`config.mk`:
```
export PLATFORM = sky130hd
export DESIGN_NAME = best_fit_table_allocator_top_flat
export DESIGN_NICKNAME = d
export VERILOG_FILES = /design/src/rtl/core/bfta_pkg.sv /design/src/rtl/core/bfta_if.sv /design/src/rtl/core/bfta_ram.sv /design/src/rtl/core/bfta_fit.sv /design/src/rtl/core/best_fit_table_allocator_top.sv /design/src/flat_wrapper.sv
export SDC_FILE = /design/constraint.sdc
export NUM_CORES = 1
export LEC_CHECK = 0
export ABC_AREA = 1
export ABC_CLOCK_PERIOD_IN_PS = 9900
export BUFFER_PORTS_ARGS = -buffer_cell sky130_fd_sc_hd__buf_2
export CORE_ASPECT_RATIO = 0.8
export CORE_MARGIN = 5
export CORE_UTILIZATION = 55
export CTS_BUF_LIST = sky130_fd_sc_hd__clkbuf_4 sky130_fd_sc_hd__clkbuf_8
export DETAILED_ROUTE_END_ITERATION = 7
export GPL_TIMING_DRIVEN = 0
export PLACE_DENSITY = 0.72
export SKIP_CTS_REPAIR_TIMING = 1
export SLEW_MARGIN = 15
export SYNTH_ARGS = -nofsm -noshare
export SYNTH_HDL_FRONTEND = slang
export SYNTH_HIERARCHICAL = 1
export SYNTH_SLANG_ARGS = --single-unit
```
`constraint.sdc`:
```
create_clock -name clk -period 9.9 [get_ports clk]
set_input_delay 1.98 -clock clk [delete_from_list [all_inputs] [get_ports clk]]
set_output_delay 1.98 -clock clk [all_outputs]
set_load 0.01 [all_outputs]
```
`src/rtl/core/bfta_pkg.sv`:
```
`timescale 1ns / 1ps
// ----------------------------------------------------------------------------
// bfta_pkg: shared definitions of the best-fit table allocator
// Field widths, slot limits, outcome and register codes, and the status
// record that the fit search hands to the top level.
// ----------------------------------------------------------------------------
package bfta_pkg;

	// Default sizes of the table and of the requester map.
	localparam int NUM_SLOTS_DEF = 12;
	localparam int MAX_REQ_DEF   = 64;

	// Fixed field widths.
	localparam int CAP_W     = 5;
	localparam int TABLE_W   = 60;
	localparam int COUNT_W   = 4;
	localparam int ID_W      = 6;
	localparam int SIZE_W    = 5;
	localparam int SLOT_W    = 4;
	localparam int SUM_W     = 16;
	localparam int CFG_IDX_W = 1;

	// Capacities at or above this limit are never chosen.
	localparam logic [CAP_W-1:0] CAP_LIMIT = CAP_W'(21);

	// Event kinds.
	localparam logic ACT_ARRIVE = 1'b0;
	localparam logic ACT_DEPART = 1'b1;

	// Result codes.
	typedef enum logic [1:0] {
		OUT_SEATED  = 2'd0,
		OUT_REFUSED = 2'd1,
		OUT_FREED   = 2'd2,
		OUT_IGNORED = 2'd3
	} outcome_t;

	// Configuration register indexes.
	typedef enum logic [CFG_IDX_W-1:0] {
		REG_TABLE_SIZES = 1'b0,
		REG_TABLE_COUNT = 1'b1
	} cfg_reg_t;

	// Status of one best-fit search.
	typedef struct packed {
		logic              found;
		logic [SLOT_W-1:0] slot;
	} fit_result_t;

endpackage

```
`src/rtl/core/bfta_if.sv`:
```
`timescale 1ns / 1ps
// ----------------------------------------------------------------------------
// bfta_if: event and result channels of the best-fit table allocator
// Valid/ready channels; a transfer happens on a clock edge with both high.
// ----------------------------------------------------------------------------

// Event channel: an arrival or a departure of one requester.
interface bfta_evt_if
	import bfta_pkg::*;
();
	logic              valid;
	logic              ready;
	logic              action;
	logic [ID_W-1:0]   group_id;
	logic [SIZE_W-1:0] group_size;

	modport source(output valid, output action, output group_id, output group_size,
		input ready);
	modport sink(input valid, input action, input group_id, input group_size,
		output ready);
endinterface

// Result channel: one result per event.
interface bfta_res_if
	import bfta_pkg::*;
();
	logic              valid;
	logic              ready;
	logic [1:0]        outcome;
	logic [SLOT_W-1:0] slot_index;
	logic [SUM_W-1:0]  refused_total;

	modport source(output valid, output outcome, output slot_index, output refused_total,
		input ready);
	modport sink(input valid, input outcome, input slot_index, input refused_total,
		output ready);
endinterface

```
`src/rtl/core/bfta_ram.sv`:
```
`timescale 1ns / 1ps
// ----------------------------------------------------------------------------
// bfta_ram: generic single-write, single-read RAM
// One write port and one read port with registered read data. A read and a
// write to the same address in one cycle return the old contents.
// ----------------------------------------------------------------------------
module bfta_ram #(
	parameter int WIDTH = 4,
	parameter int DEPTH = 64,
	localparam int ADDR_W = (DEPTH > 1) ? $clog2(DEPTH) : 1
) (
	input  logic              clk,
	input  logic              we,
	input  logic [ADDR_W-1:0] waddr,
	input  logic [WIDTH-1:0]  wdata,
	input  logic              re,
	input  logic [ADDR_W-1:0] raddr,
	output logic [WIDTH-1:0]  rdata
);

	logic [WIDTH-1:0] mem [DEPTH];

	// Write port.
	always_ff @(posedge clk) begin
		if (we) begin
			mem[waddr] <= wdata;
		end
	end

	// Registered read port.
	always_ff @(posedge clk) begin
		if (re) begin
			rdata <= mem[raddr];
		end
	end

endmodule

```
`src/rtl/core/bfta_fit.sv`:
```
`timescale 1ns / 1ps
// ----------------------------------------------------------------------------
// bfta_fit: best-fit slot search
// Compares every slot against the request in parallel and picks the free
// slot with the smallest capacity that still fits, lowest index on a tie.
// ----------------------------------------------------------------------------
module bfta_fit
	import bfta_pkg::*;
#(
	parameter int NUM_SLOTS = NUM_SLOTS_DEF
) (
	input  logic [TABLE_W-1:0]   table_sizes,
	input  logic [COUNT_W-1:0]   table_count,
	input  logic [NUM_SLOTS-1:0] busy,
	input  logic [SIZE_W-1:0]    size,
	output fit_result_t          fit
);

	logic [COUNT_W-1:0]   slots_used;
	logic [CAP_W-1:0]     cap [NUM_SLOTS];
	logic [NUM_SLOTS-1:0] elig;
	logic [NUM_SLOTS-1:0] win;

	// A count above the table size acts as the table size.
	assign slots_used = (table_count > COUNT_W'(NUM_SLOTS)) ? COUNT_W'(NUM_SLOTS)
		: table_count;

	// A slot is a candidate when it is in use, free, large enough and below the limit.
	always_comb begin
		for (int t = 0; t < NUM_SLOTS; t++) begin
			cap[t]  = table_sizes[t*CAP_W +: CAP_W];
			elig[t] = (COUNT_W'(t) < slots_used) && !busy[t]
				&& ({1'b0, cap[t]} >= {1'b0, size}) && (cap[t] < CAP_LIMIT);
		end
	end

	// A candidate wins when no other candidate is smaller, or equal at a lower index.
	always_comb begin
		for (int t = 0; t < NUM_SLOTS; t++) begin
			win[t] = elig[t];
			for (int u = 0; u < NUM_SLOTS; u++) begin
				if (u != t && elig[u]
					&& ((cap[u] < cap[t]) || ((cap[u] == cap[t]) && (u < t)))) begin
					win[t] = 1'b0;
				end
			end
		end
	end

	// Encode the single winner.
	always_comb begin
		fit.found = |elig;
		fit.slot  = '0;
		for (int t = 0; t < NUM_SLOTS; t++) begin
			if (win[t]) begin
				fit.slot = fit.slot | SLOT_W'(t);
			end
		end
	end

endmodule

```
`src/rtl/core/best_fit_table_allocator_top.sv`:
```
`timescale 1ns / 1ps
// ----------------------------------------------------------------------------
// best_fit_table_allocator_top: best-fit slot allocator over a sized table
// Seats arriving requesters in the smallest free slot that fits and frees
// the slot on departure; keeps a saturating total of refused sizes.
// ----------------------------------------------------------------------------
// The block takes one event per clock cycle while the result channel does
// not stall and returns exactly one result per event, in order. An event is
// evaluated from the input register and its result is offered from the
// result register; while the result channel stalls, one more event waits in
// the input register and then the event channel drops ready. The rate is set
// by the single read port of the requester map RAM, which is read at the
// transfer of each event, and by the combinational fit search over all slots.
// The requester map needs no clearing pass: its valid bits are flops cleared
// by reset. The user must write table sizes and count through the plain
// configuration port while no event is in flight; the block does not check.
// ----------------------------------------------------------------------------
module best_fit_table_allocator_top
	import bfta_pkg::*;
#(
	parameter int NUM_SLOTS      = NUM_SLOTS_DEF,
	parameter int MAX_REQUESTERS = MAX_REQ_DEF
) (
	input  logic                 clk,
	input  logic                 arst_n,
	input  logic                 cfg_we,
	input  logic [CFG_IDX_W-1:0] cfg_index,
	input  logic [TABLE_W-1:0]   cfg_data,
	bfta_evt_if.sink             evt,
	bfta_res_if.source           res
);

	localparam int IDX_W = (MAX_REQUESTERS > 1) ? $clog2(MAX_REQUESTERS) : 1;
	localparam int ID_RANGE = 1 << ID_W;

	// Configuration registers.
	logic [TABLE_W-1:0] table_sizes_q;
	logic [COUNT_W-1:0] table_count_q;

	// Handshake control.
	logic accept;
	logic advance;

	// Input register.
	logic              s1_valid_q;
	logic              action_s1;
	logic [IDX_W-1:0]  id_s1;
	logic [SIZE_W-1:0] size_s1;

	// Allocation state.
	logic [NUM_SLOTS-1:0]      busy_q;
	logic [MAX_REQUESTERS-1:0] held_q;
	logic [SUM_W-1:0]          refused_q;

	// Requester map and its forwarding path.
	logic [IDX_W-1:0]  id_in;
	logic [IDX_W-1:0]  id_tab [ID_RANGE];
	logic [SLOT_W-1:0] ram_rdata;
	logic              ram_we;
	logic              fwd_hit_q;
	logic [SLOT_W-1:0] fwd_slot_q;

	// Evaluation of the event in the input register.
	fit_result_t          fit;
	logic                 held;
	logic [SLOT_W-1:0]    held_slot;
	logic [NUM_SLOTS-1:0] busy_nxt;
	logic [SUM_W:0]       sum_wide;
	logic [SUM_W-1:0]     sum_nxt;
	outcome_t             outcome_nxt;
	logic [SLOT_W-1:0]    slot_nxt;
	logic                 held_set;
	logic                 held_clr;

	// Result register.
	logic              res_valid_q;
	outcome_t          outcome_q;
	logic [SLOT_W-1:0] slot_q;
	logic [SUM_W-1:0]  total_q;

	// Configuration writes; an unknown index is ignored.
	always_ff @(posedge clk or negedge arst_n) begin
		if (!arst_n) begin
			table_sizes_q <= '0;
			table_count_q <= '0;
		end else if (cfg_we) begin
			case (cfg_index)
				REG_TABLE_SIZES: table_sizes_q <= cfg_data;
				REG_TABLE_COUNT: table_count_q <= cfg_data[COUNT_W-1:0];
				default: ;
			endcase
		end
	end

	// Constant table that folds the identifier into the map range.
	for (genvar g = 0; g < ID_RANGE; g++) begin : g_id_fold
		localparam int FOLD = g % MAX_REQUESTERS;
		assign id_tab[g] = IDX_W'(FOLD);
	end
	assign id_in = id_tab[evt.group_id];

	// The input register moves on when the result register is free or drains.
	assign advance   = s1_valid_q && (!res_valid_q || res.ready);
	assign evt.ready = !s1_valid_q || advance;
	assign accept    = evt.valid && evt.ready;

	// Input register.
	always_ff @(posedge clk or negedge arst_n) begin
		if (!arst_n) begin
			s1_valid_q <= 1'b0;
		end else if (accept) begin
			s1_valid_q <= 1'b1;
		end else if (advance) begin
			s1_valid_q <= 1'b0;
		end
	end

	always_ff @(posedge clk) begin
		if (accept) begin
			action_s1 <= evt.action;
			id_s1     <= id_in;
			size_s1   <= evt.group_size;
		end
	end

	// Requester map: slot per requester, read at transfer, written on seating.
	assign ram_we = advance && (action_s1 == ACT_ARRIVE) && fit.found;

	bfta_ram #(
		.WIDTH (SLOT_W),
		.DEPTH (MAX_REQUESTERS)
	) u_map (
		.clk   (clk),
		.we    (ram_we),
		.waddr (id_s1),
		.wdata (fit.slot),
		.re    (accept),
		.raddr (id_in),
		.rdata (ram_rdata)
	);

	// Forward a map write that lands at the same edge as the read of the next event.
	always_ff @(posedge clk or negedge arst_n) begin
		if (!arst_n) begin
			fwd_hit_q <= 1'b0;
		end else if (accept) begin
			fwd_hit_q <= ram_we && (id_s1 == id_in);
		end
	end

	always_ff @(posedge clk) begin
		if (accept) begin
			fwd_slot_q <= fit.slot;
		end
	end

	assign held      = held_q[id_s1];
	assign held_slot = fwd_hit_q ? fwd_slot_q : ram_rdata;

	// Best-fit search against the current occupancy.
	bfta_fit #(
		.NUM_SLOTS (NUM_SLOTS)
	) u_fit (
		.table_sizes (table_sizes_q),
		.table_count (table_count_q),
		.busy        (busy_q),
		.size        (size_s1),
		.fit         (fit)
	);

	// Saturating refused total.
	assign sum_wide = {1'b0, refused_q} + (SUM_W + 1)'(size_s1);
	assign sum_nxt  = sum_wide[SUM_W] ? {SUM_W{1'b1}} : sum_wide[SUM_W-1:0];

	// Outcome and next occupancy of the event in the input register.
	always_comb begin
		busy_nxt    = busy_q;
		outcome_nxt = OUT_IGNORED;
		slot_nxt    = '0;
		held_set    = 1'b0;
		held_clr    = 1'b0;
		if (action_s1 == ACT_DEPART) begin
			if (held) begin
				for (int t = 0; t < NUM_SLOTS; t++) begin
					if (held_slot == SLOT_W'(t)) begin
						busy_nxt[t] = 1'b0;
					end
				end
				outcome_nxt = OUT_FREED;
				slot_nxt    = held_slot;
				held_clr    = 1'b1;
			end
		end else if (fit.found) begin
			// A seated requester gives up the slot it held before.
			for (int t = 0; t < NUM_SLOTS; t++) begin
				if (held && (held_slot == SLOT_W'(t))) begin
					busy_nxt[t] = 1'b0;
				end
				if (fit.slot == SLOT_W'(t)) begin
					busy_nxt[t] = 1'b1;
				end
			end
			outcome_nxt = OUT_SEATED;
			slot_nxt    = fit.slot;
			held_set    = 1'b1;
		end else begin
			outcome_nxt = OUT_REFUSED;
		end
	end

	// Commit the allocation state when the event moves to the result register.
	always_ff @(posedge clk or negedge arst_n) begin
		if (!arst_n) begin
			busy_q    <= '0;
			held_q    <= '0;
			refused_q <= '0;
		end else if (advance) begin
			busy_q <= busy_nxt;
			if (held_set) begin
				held_q[id_s1] <= 1'b1;
			end else if (held_clr) begin
				held_q[id_s1] <= 1'b0;
			end
			if (outcome_nxt == OUT_REFUSED) begin
				refused_q <= sum_nxt;
			end
		end
	end

	// Result register.
	always_ff @(posedge clk or negedge arst_n) begin
		if (!arst_n) begin
			res_valid_q <= 1'b0;
		end else if (advance) begin
			res_valid_q <= 1'b1;
		end else if (res.ready) begin
			res_valid_q <= 1'b0;
		end
	end

	always_ff @(posedge clk) begin
		if (advance) begin
			outcome_q <= outcome_nxt;
			slot_q    <= slot_nxt;
			total_q   <= (outcome_nxt == OUT_REFUSED) ? sum_nxt : refused_q;
		end
	end

	assign res.valid         = res_valid_q;
	assign res.outcome       = outcome_q;
	assign res.slot_index    = slot_q;
	assign res.refused_total = total_q;

endmodule
```
`src/flat_wrapper.sv`:
```
// flat-port wrapper written by rule: the top's interface ports become plain ports
module best_fit_table_allocator_top_flat import bfta_pkg::*;
#(
	parameter int NUM_SLOTS      = NUM_SLOTS_DEF,
	parameter int MAX_REQUESTERS = MAX_REQ_DEF
)
  (clk, arst_n, cfg_we, cfg_index, cfg_data, evt_valid, evt_action, evt_group_id, evt_group_size, evt_ready, res_valid, res_outcome, res_slot_index, res_refused_total, res_ready);
  bfta_evt_if evt_i ();
  bfta_res_if res_i ();
  input  logic clk;
  input  logic arst_n;
  input  logic cfg_we;
  input  logic [CFG_IDX_W-1:0] cfg_index;
  input  logic [TABLE_W-1:0] cfg_data;
  input wire logic [$bits(evt_i.valid)-1:0] evt_valid;
  input wire logic [$bits(evt_i.action)-1:0] evt_action;
  input wire logic [$bits(evt_i.group_id)-1:0] evt_group_id;
  input wire logic [$bits(evt_i.group_size)-1:0] evt_group_size;
  output wire logic [$bits(evt_i.ready)-1:0] evt_ready;
  output wire logic [$bits(res_i.valid)-1:0] res_valid;
  output wire logic [$bits(res_i.outcome)-1:0] res_outcome;
  output wire logic [$bits(res_i.slot_index)-1:0] res_slot_index;
  output wire logic [$bits(res_i.refused_total)-1:0] res_refused_total;
  input wire logic [$bits(res_i.ready)-1:0] res_ready;
  assign evt_i.valid = evt_valid;
  assign evt_i.action = evt_action;
  assign evt_i.group_id = evt_group_id;
  assign evt_i.group_size = evt_group_size;
  assign evt_ready = evt_i.ready;
  assign res_valid = res_i.valid;
  assign res_outcome = res_i.outcome;
  assign res_slot_index = res_i.slot_index;
  assign res_refused_total = res_i.refused_total;
  assign res_i.ready = res_ready;
  best_fit_table_allocator_top #(.NUM_SLOTS(NUM_SLOTS), .MAX_REQUESTERS(MAX_REQUESTERS)) u_core (.clk(clk), .arst_n(arst_n), .cfg_we(cfg_we), .cfg_index(cfg_index), .cfg_data(cfg_data), .evt(evt_i), .res(res_i));
endmodule
```
---- Yosys cells after proc, flatten, opt, wreduce, memory -nomap -nowiden ----
Memory sizes are Yosys's and may differ from the RTL's. A register that Yosys moved wholly into a read port is not among the register bits.
Cells that the tools add are included.
cells by class
  $add $sub $neg .......................... 1
  magnitude comparators ................... 161
  muxes and demuxes ....................... 199
  bitwise gates (word level) .............. 6
  eq/ne operators ......................... 103
  reduce and logical (&&, ||, !) cells .... 291
operator list
  operator            count
  $lt 5x5->1          121
  $eq 5x5->1          66
  $logic_and 1x1->1   175
  $mux 1              172
  $mux 64             2
  $logic_or 1x1->1    68
  $and 64x64->64      1
  $not 64->64         1
  $or 64x64->64       1
  $ge 5x5->1          12
  $lt 5x5->1 const B  12
  $reduce_and 5->1    12
  $mux 12             3
  $mux 4              9
  $reduce_bool 3->1   12
  $eq 4x3->1 const B  8
  $eq 4x4->1 const B  8
  $mux 16             2
  $ne 2x2->1 const B  13
  $add 16x5->17       1
  $eq 4x2->1 const B  4
  $lt 3x4->1 const A  4
  $lt 4x4->1 const A  4
  $logic_not 1->1     14
  other kinds (20)    36
word-level totals
  output and inout port bits .............. 24
  word-level logic and storage cells ...... 789
  memories kept ........................... 2
  bits in read-only memories .............. 384
  input port bits ......................... 78
  register bits ........................... 197
  memory bits (writable) .................. 256
memory list
  name              depth  width  read ports  clocked after Yosys merged registers in  write ports  RTL line                             RTL
  (name not given)  64     6      1           0                                        0            best_fit_table_allocator_top.sv:100  assign id_in = id_tab[evt.group_id];
  u_core.u_map.mem  64     4      1           1                                        1            bfta_ram.sv:21                       logic [WIDTH-1:0] mem [DEPTH];

---- Longest topological paths before layout ----
  depth after elaboration ................. 33
  gate-level depth with buffers ........... 23

---- Cells and area by module ----
The synthesis kept the hierarchy.
modules (own cells, without submodules)
  module                        area each (µm²)  cells each  instances  seq. area each (µm²)
  bfta_ram                      10921.7          948         1          7807.5
  bfta_fit                      10435.0          1628        1          0.0
  best_fit_table_allocator_top  9549.2           1049        1          5119.9

---- Worst setup path before layout ----
OpenSTA, ideal clock, no wires.
  kind .................................... input to output
  start point ............................. in res_ready
  end point ............................... out evt_ready
  arrival time ............................ 2.164 ns
  stages on the path ...................... 2
  buffers on the path ..................... 0
  slack ................................... 5.756 ns
  cells stage by stage .................... inv_1 -> nand3_1
between the ends
  longest elaborated chain between the ends .. 3
RTL lines
  item               RTL line                             RTL
  from (decl)        flat_wrapper.sv:24                   input wire logic [$bits(res_i.ready)-1:0] res_ready;
  $logic_or 1x1->1   best_fit_table_allocator_top.sv:103  assign advance = s1_valid_q && (!res_valid_q || res.ready);
  $logic_and 1x1->1  best_fit_table_allocator_top.sv:103
  $logic_or 1x1->1   best_fit_table_allocator_top.sv:104  assign evt.ready = !s1_valid_q || advance;
  to (decl)          flat_wrapper.sv:19                   output wire logic [$bits(evt_i.ready)-1:0] evt_ready;
Every way passes these cells.

==> impl_metrics.py <==
metrics = {
    "status": {
        "outcome": "completed",
    },
    "yosys": {
        "avgSynthCellArea_sq_um": 8.53,
        "synth-edff-count": 298,
        "synth_cell_types": 52,
        "ys_seq_elements": 457,
        "synth_area_leaders": "edfxtp_1 29%, ha_1 16%, dfrtp_1 13%",
        "ys.flop_type": "edfxtp_1",
        "yosys.area.top_type": "edfxtp_1",
        "yosysSeqAreaShare_pct": 41.8,
        "synthCells": 3625,
        "synthArstFlopShare_pct": 34.8,
        "synth.most_common_cell": "nand2_1",
        "ys_top_cells_by_count": "989 x nand2_1, 395 x ha_1, 389 x nand3_1",
        "synth_area_sq_um": 30900,
        "synth.top_cell.area_share_pct": 29.0,
        "synth_nets": 4099,
        "ys.warnings.count": 6,
    },
    "worst_setup_path": {
        "rrSetupSlack_ns": 4.30,
        "path_class": "flip-flop to flip-flop",
        "cp-end-kind": "flip-flop",
        "worstPathArrival_ns": 5.90,
        "cp-start-kind": "flip-flop",
        "required_ns": 10.20,
        "worstPathMaxFanout": 12,
    },
    "detailed_routing": {
        "routed_wl_microns": 95400,
        "drt-pass1-iter-count": 8,
        "vias": 27100,
        "drtIter0Drc": 3361,
        "routedWlPerCell_microns": 20.7,
        "avgViaCountPerCell": 5.86,
        "antenna_left": 0,
        "drcViolationCount": 0,
    },
    "job": {
        "maxCapViolations": 0,
    },
    "global_route": {
        "grt_util_all_layers_pct": 30.5,
        "grt_max_degree": 100,
        "grt_antenna_before_repair": 1,
        "grt.overflow.total": 0,
        "grt_pass1_vias": 24900,
        "grt_pass1_wl_microns": 144000,
    },
    "floorplanning": {
        "ios": 102,
        "die_h_microns": 222,
        "dieArea_sq_um": 61100,
        "start_util_pct": 55.7,
        "die_x_microns": 275,
        "fp.coreArea_sq_um": 55500,
        "rows": 77,
    },
    "power": {
        "power_density_nw_per_um2": 183,
        "ir_drop_v": 0.000103,
        "cellLeakagePower_nw": 15.7,
    },
    "hold_path": {
        "worstHoldPathType": "flip-flop to flip-flop",
    },
    "place": {
        "post-place-ws_ns": 4.60,
        "postPlaceCellArea_sq_um": 32500,
        "dp.cells": 4481,
        "port_buffers": 101,
        "place_congestion": 0.973,
        "hpwl_microns": 66100,
    },
    "sta": {
        "max_slew.worst_pin.slew_ns": 0.997,
        "holdWs_ns": 0.487,
        "fin_crit_ns": 5.60,
        "tns_ns": 0,
        "hold_violations": 0,
        "fmax_mhz": 178,
        "setup_violations": 0,
        "rsz0062_at_grt": "no",
        "finalWorstSetupSlack_ns": 4.30,
        "fin_skew_ns": 0.0452,
        "slew_headroom_pct": 32.9,
        "slew_viol_final": 0,
        "fin_crit_sh_pct": 56.6,
    },
    "clock_network": {
        "cts_htree_levels": 3,
        "clkSinkCount": 457,
        "clockBufferDepth": 3,
        "tritoncts": "built",
        "cts_root_buffer": "clkbuf_8",
        "cts_buffers": 75,
        "clkLatencyLatePin_ns": 0.69,
        "clkSlewWorstSetupHoldPaths_ns": 0.06,
    },
    "cells_and_area": {
        "drive_gt1_share_pct": 11.3,
        "fin_area_sq_um": 34100,
        "fillCellCount": 4827,
        "final_cells": 4620,
        "areaGrowthSynthToFinish_pct": 10.2,
        "layout.nets": 4282,
    },
}
final timing paths:
path,to,depth (start not counted),start
worst min-delay path,flip-flop,2,flip-flop
min in group asynchronous,u_core/table_sizes_q[41]$_DFFE_PN0P_,1,arst_n
worst max register to register,u_core/u_map/mem[32][0]$_DFFE_PP_,18,u_core/size_s1[2]$_DFFE_PP_
worst min register to register,flip-flop,2,flip-flop
max in group asynchronous,async pin,2,arst_n
worst max-delay path,u_core/u_map/mem[32][0]$_DFFE_PP_,18,u_core/size_s1[2]$_DFFE_PP_
area by class of cell:
class / count / area [sq um] / share of cell area (%)
antenna: 1 / 2.50 / 0.00735
buffer: 104 / 697 / 2.05
clock buffer: 103 / 1290 / 3.78
clock inverter: 35 / 233 / 0.683
inverter: 343 / 1290 / 3.80
multi-input combinational: 2721 / 16000 / 47.1
sequential: 457 / 12900 / 38.0
tap: 750 / 938 / 2.76
timing repair buffer: 106 / 646 / 1.90
kinds of logic (layout without fill, tap and decap cells):
logic type,count (synthesis),in the layout,synth area share (%)
other,0,1,0
flip-flops,457,457,41.8
XOR/XNOR,10,10,0.283
multiplexers,56,56,2.04
adder cells (fa/ha/maj),396,396,16.1
buffers and inverters,447,691,6.43
AND/OR/NAND/NOR,1887,1887,26.7
AO/OA/AOI/OAI,372,372,6.67
stage by stage:
| step | utilization [%] | total power, mW |
|---|---|---|
| after floorplan | - | 3.81 |
| after global placement | 58.3 | 4.45 |
| after detailed placement | 58.6 | 4.51 |
| after CTS | 61.4 | 6.22 |
| after global routing | 61.4 | 6.62 |
| final | 61.4 | 6.25 |
report_power, final:
part | internal [mW] | switching (mW) | total [mW]
Combinational | 0.691 | 1.38 | 2.07
Sequential | 2.27 | 0.212 | 2.48
Clock | 0.901 | 0.797 | 1.70
Total | 3.86 | 2.39 | 6.25
critical path, cell delays in order (launching register included):
cell and delay, ns:
edfxtp_1 0.41, inv_1 0.71, ha_1 0.25, nand2_1 0.05, o21ai_0 0.26, nand2_1 0.10
nand2_1 0.23, nand2_2 0.17, inv_2 0.16, nor4_1 0.07, nand3_1 0.26, inv_1 0.07
nor2_1 0.09, inv_1 0.17, clkbuf_1 0.26, nor2_1 0.25, clkbuf_1 0.33, nand4_1 0.73
nor2_1 0.66
metal layers:
layer,GRT usage (%),share of wire (%)
met1,44.4,42
met2,43.4,41
met3,8.46,13
met4,11.4,3.7
met5,0,0
cell usage in the layout, fill, tap and decap left out, types with 4 or more instances in the layout:
master,Yosys,routed
nand3b_1,6,6
clkinv_1,2,19
buf_4,6,6
nor4_1,11,11
nand2_2,12,12
a21oi_1,118,118
ha_1,395,395
a21oi_2,5,5
o211ai_1,17,17
or2_2,4,4
nand2_1,989,988
nor2_2,10,10
inv_1,329,329
inv_2,11,11
o21bai_1,15,15
and2_1,4,4
buf_16,0,4
o21a_1,6,6
o21ai_0,139,139
clkinvlp_4,0,4
xnor2_1,8,8
buf_6,33,33
o22ai_1,12,12
nor2_1,280,280
edfxtp_1,298,298
buf_1,5,5
a21o_1,8,8
clkinv_2,0,9
mux2_2,56,56
nand3_2,32,32
nand4_1,90,90
nand3_1,389,386
dfrtp_1,159,159
nor3_1,41,41
o21ai_1,40,40
clkbuf_8,0,82
clkbuf_4,0,21
or2_1,7,7
clkbuf_1,32,31
buf_2,28,128
Power figures use the tool's default switching activity.
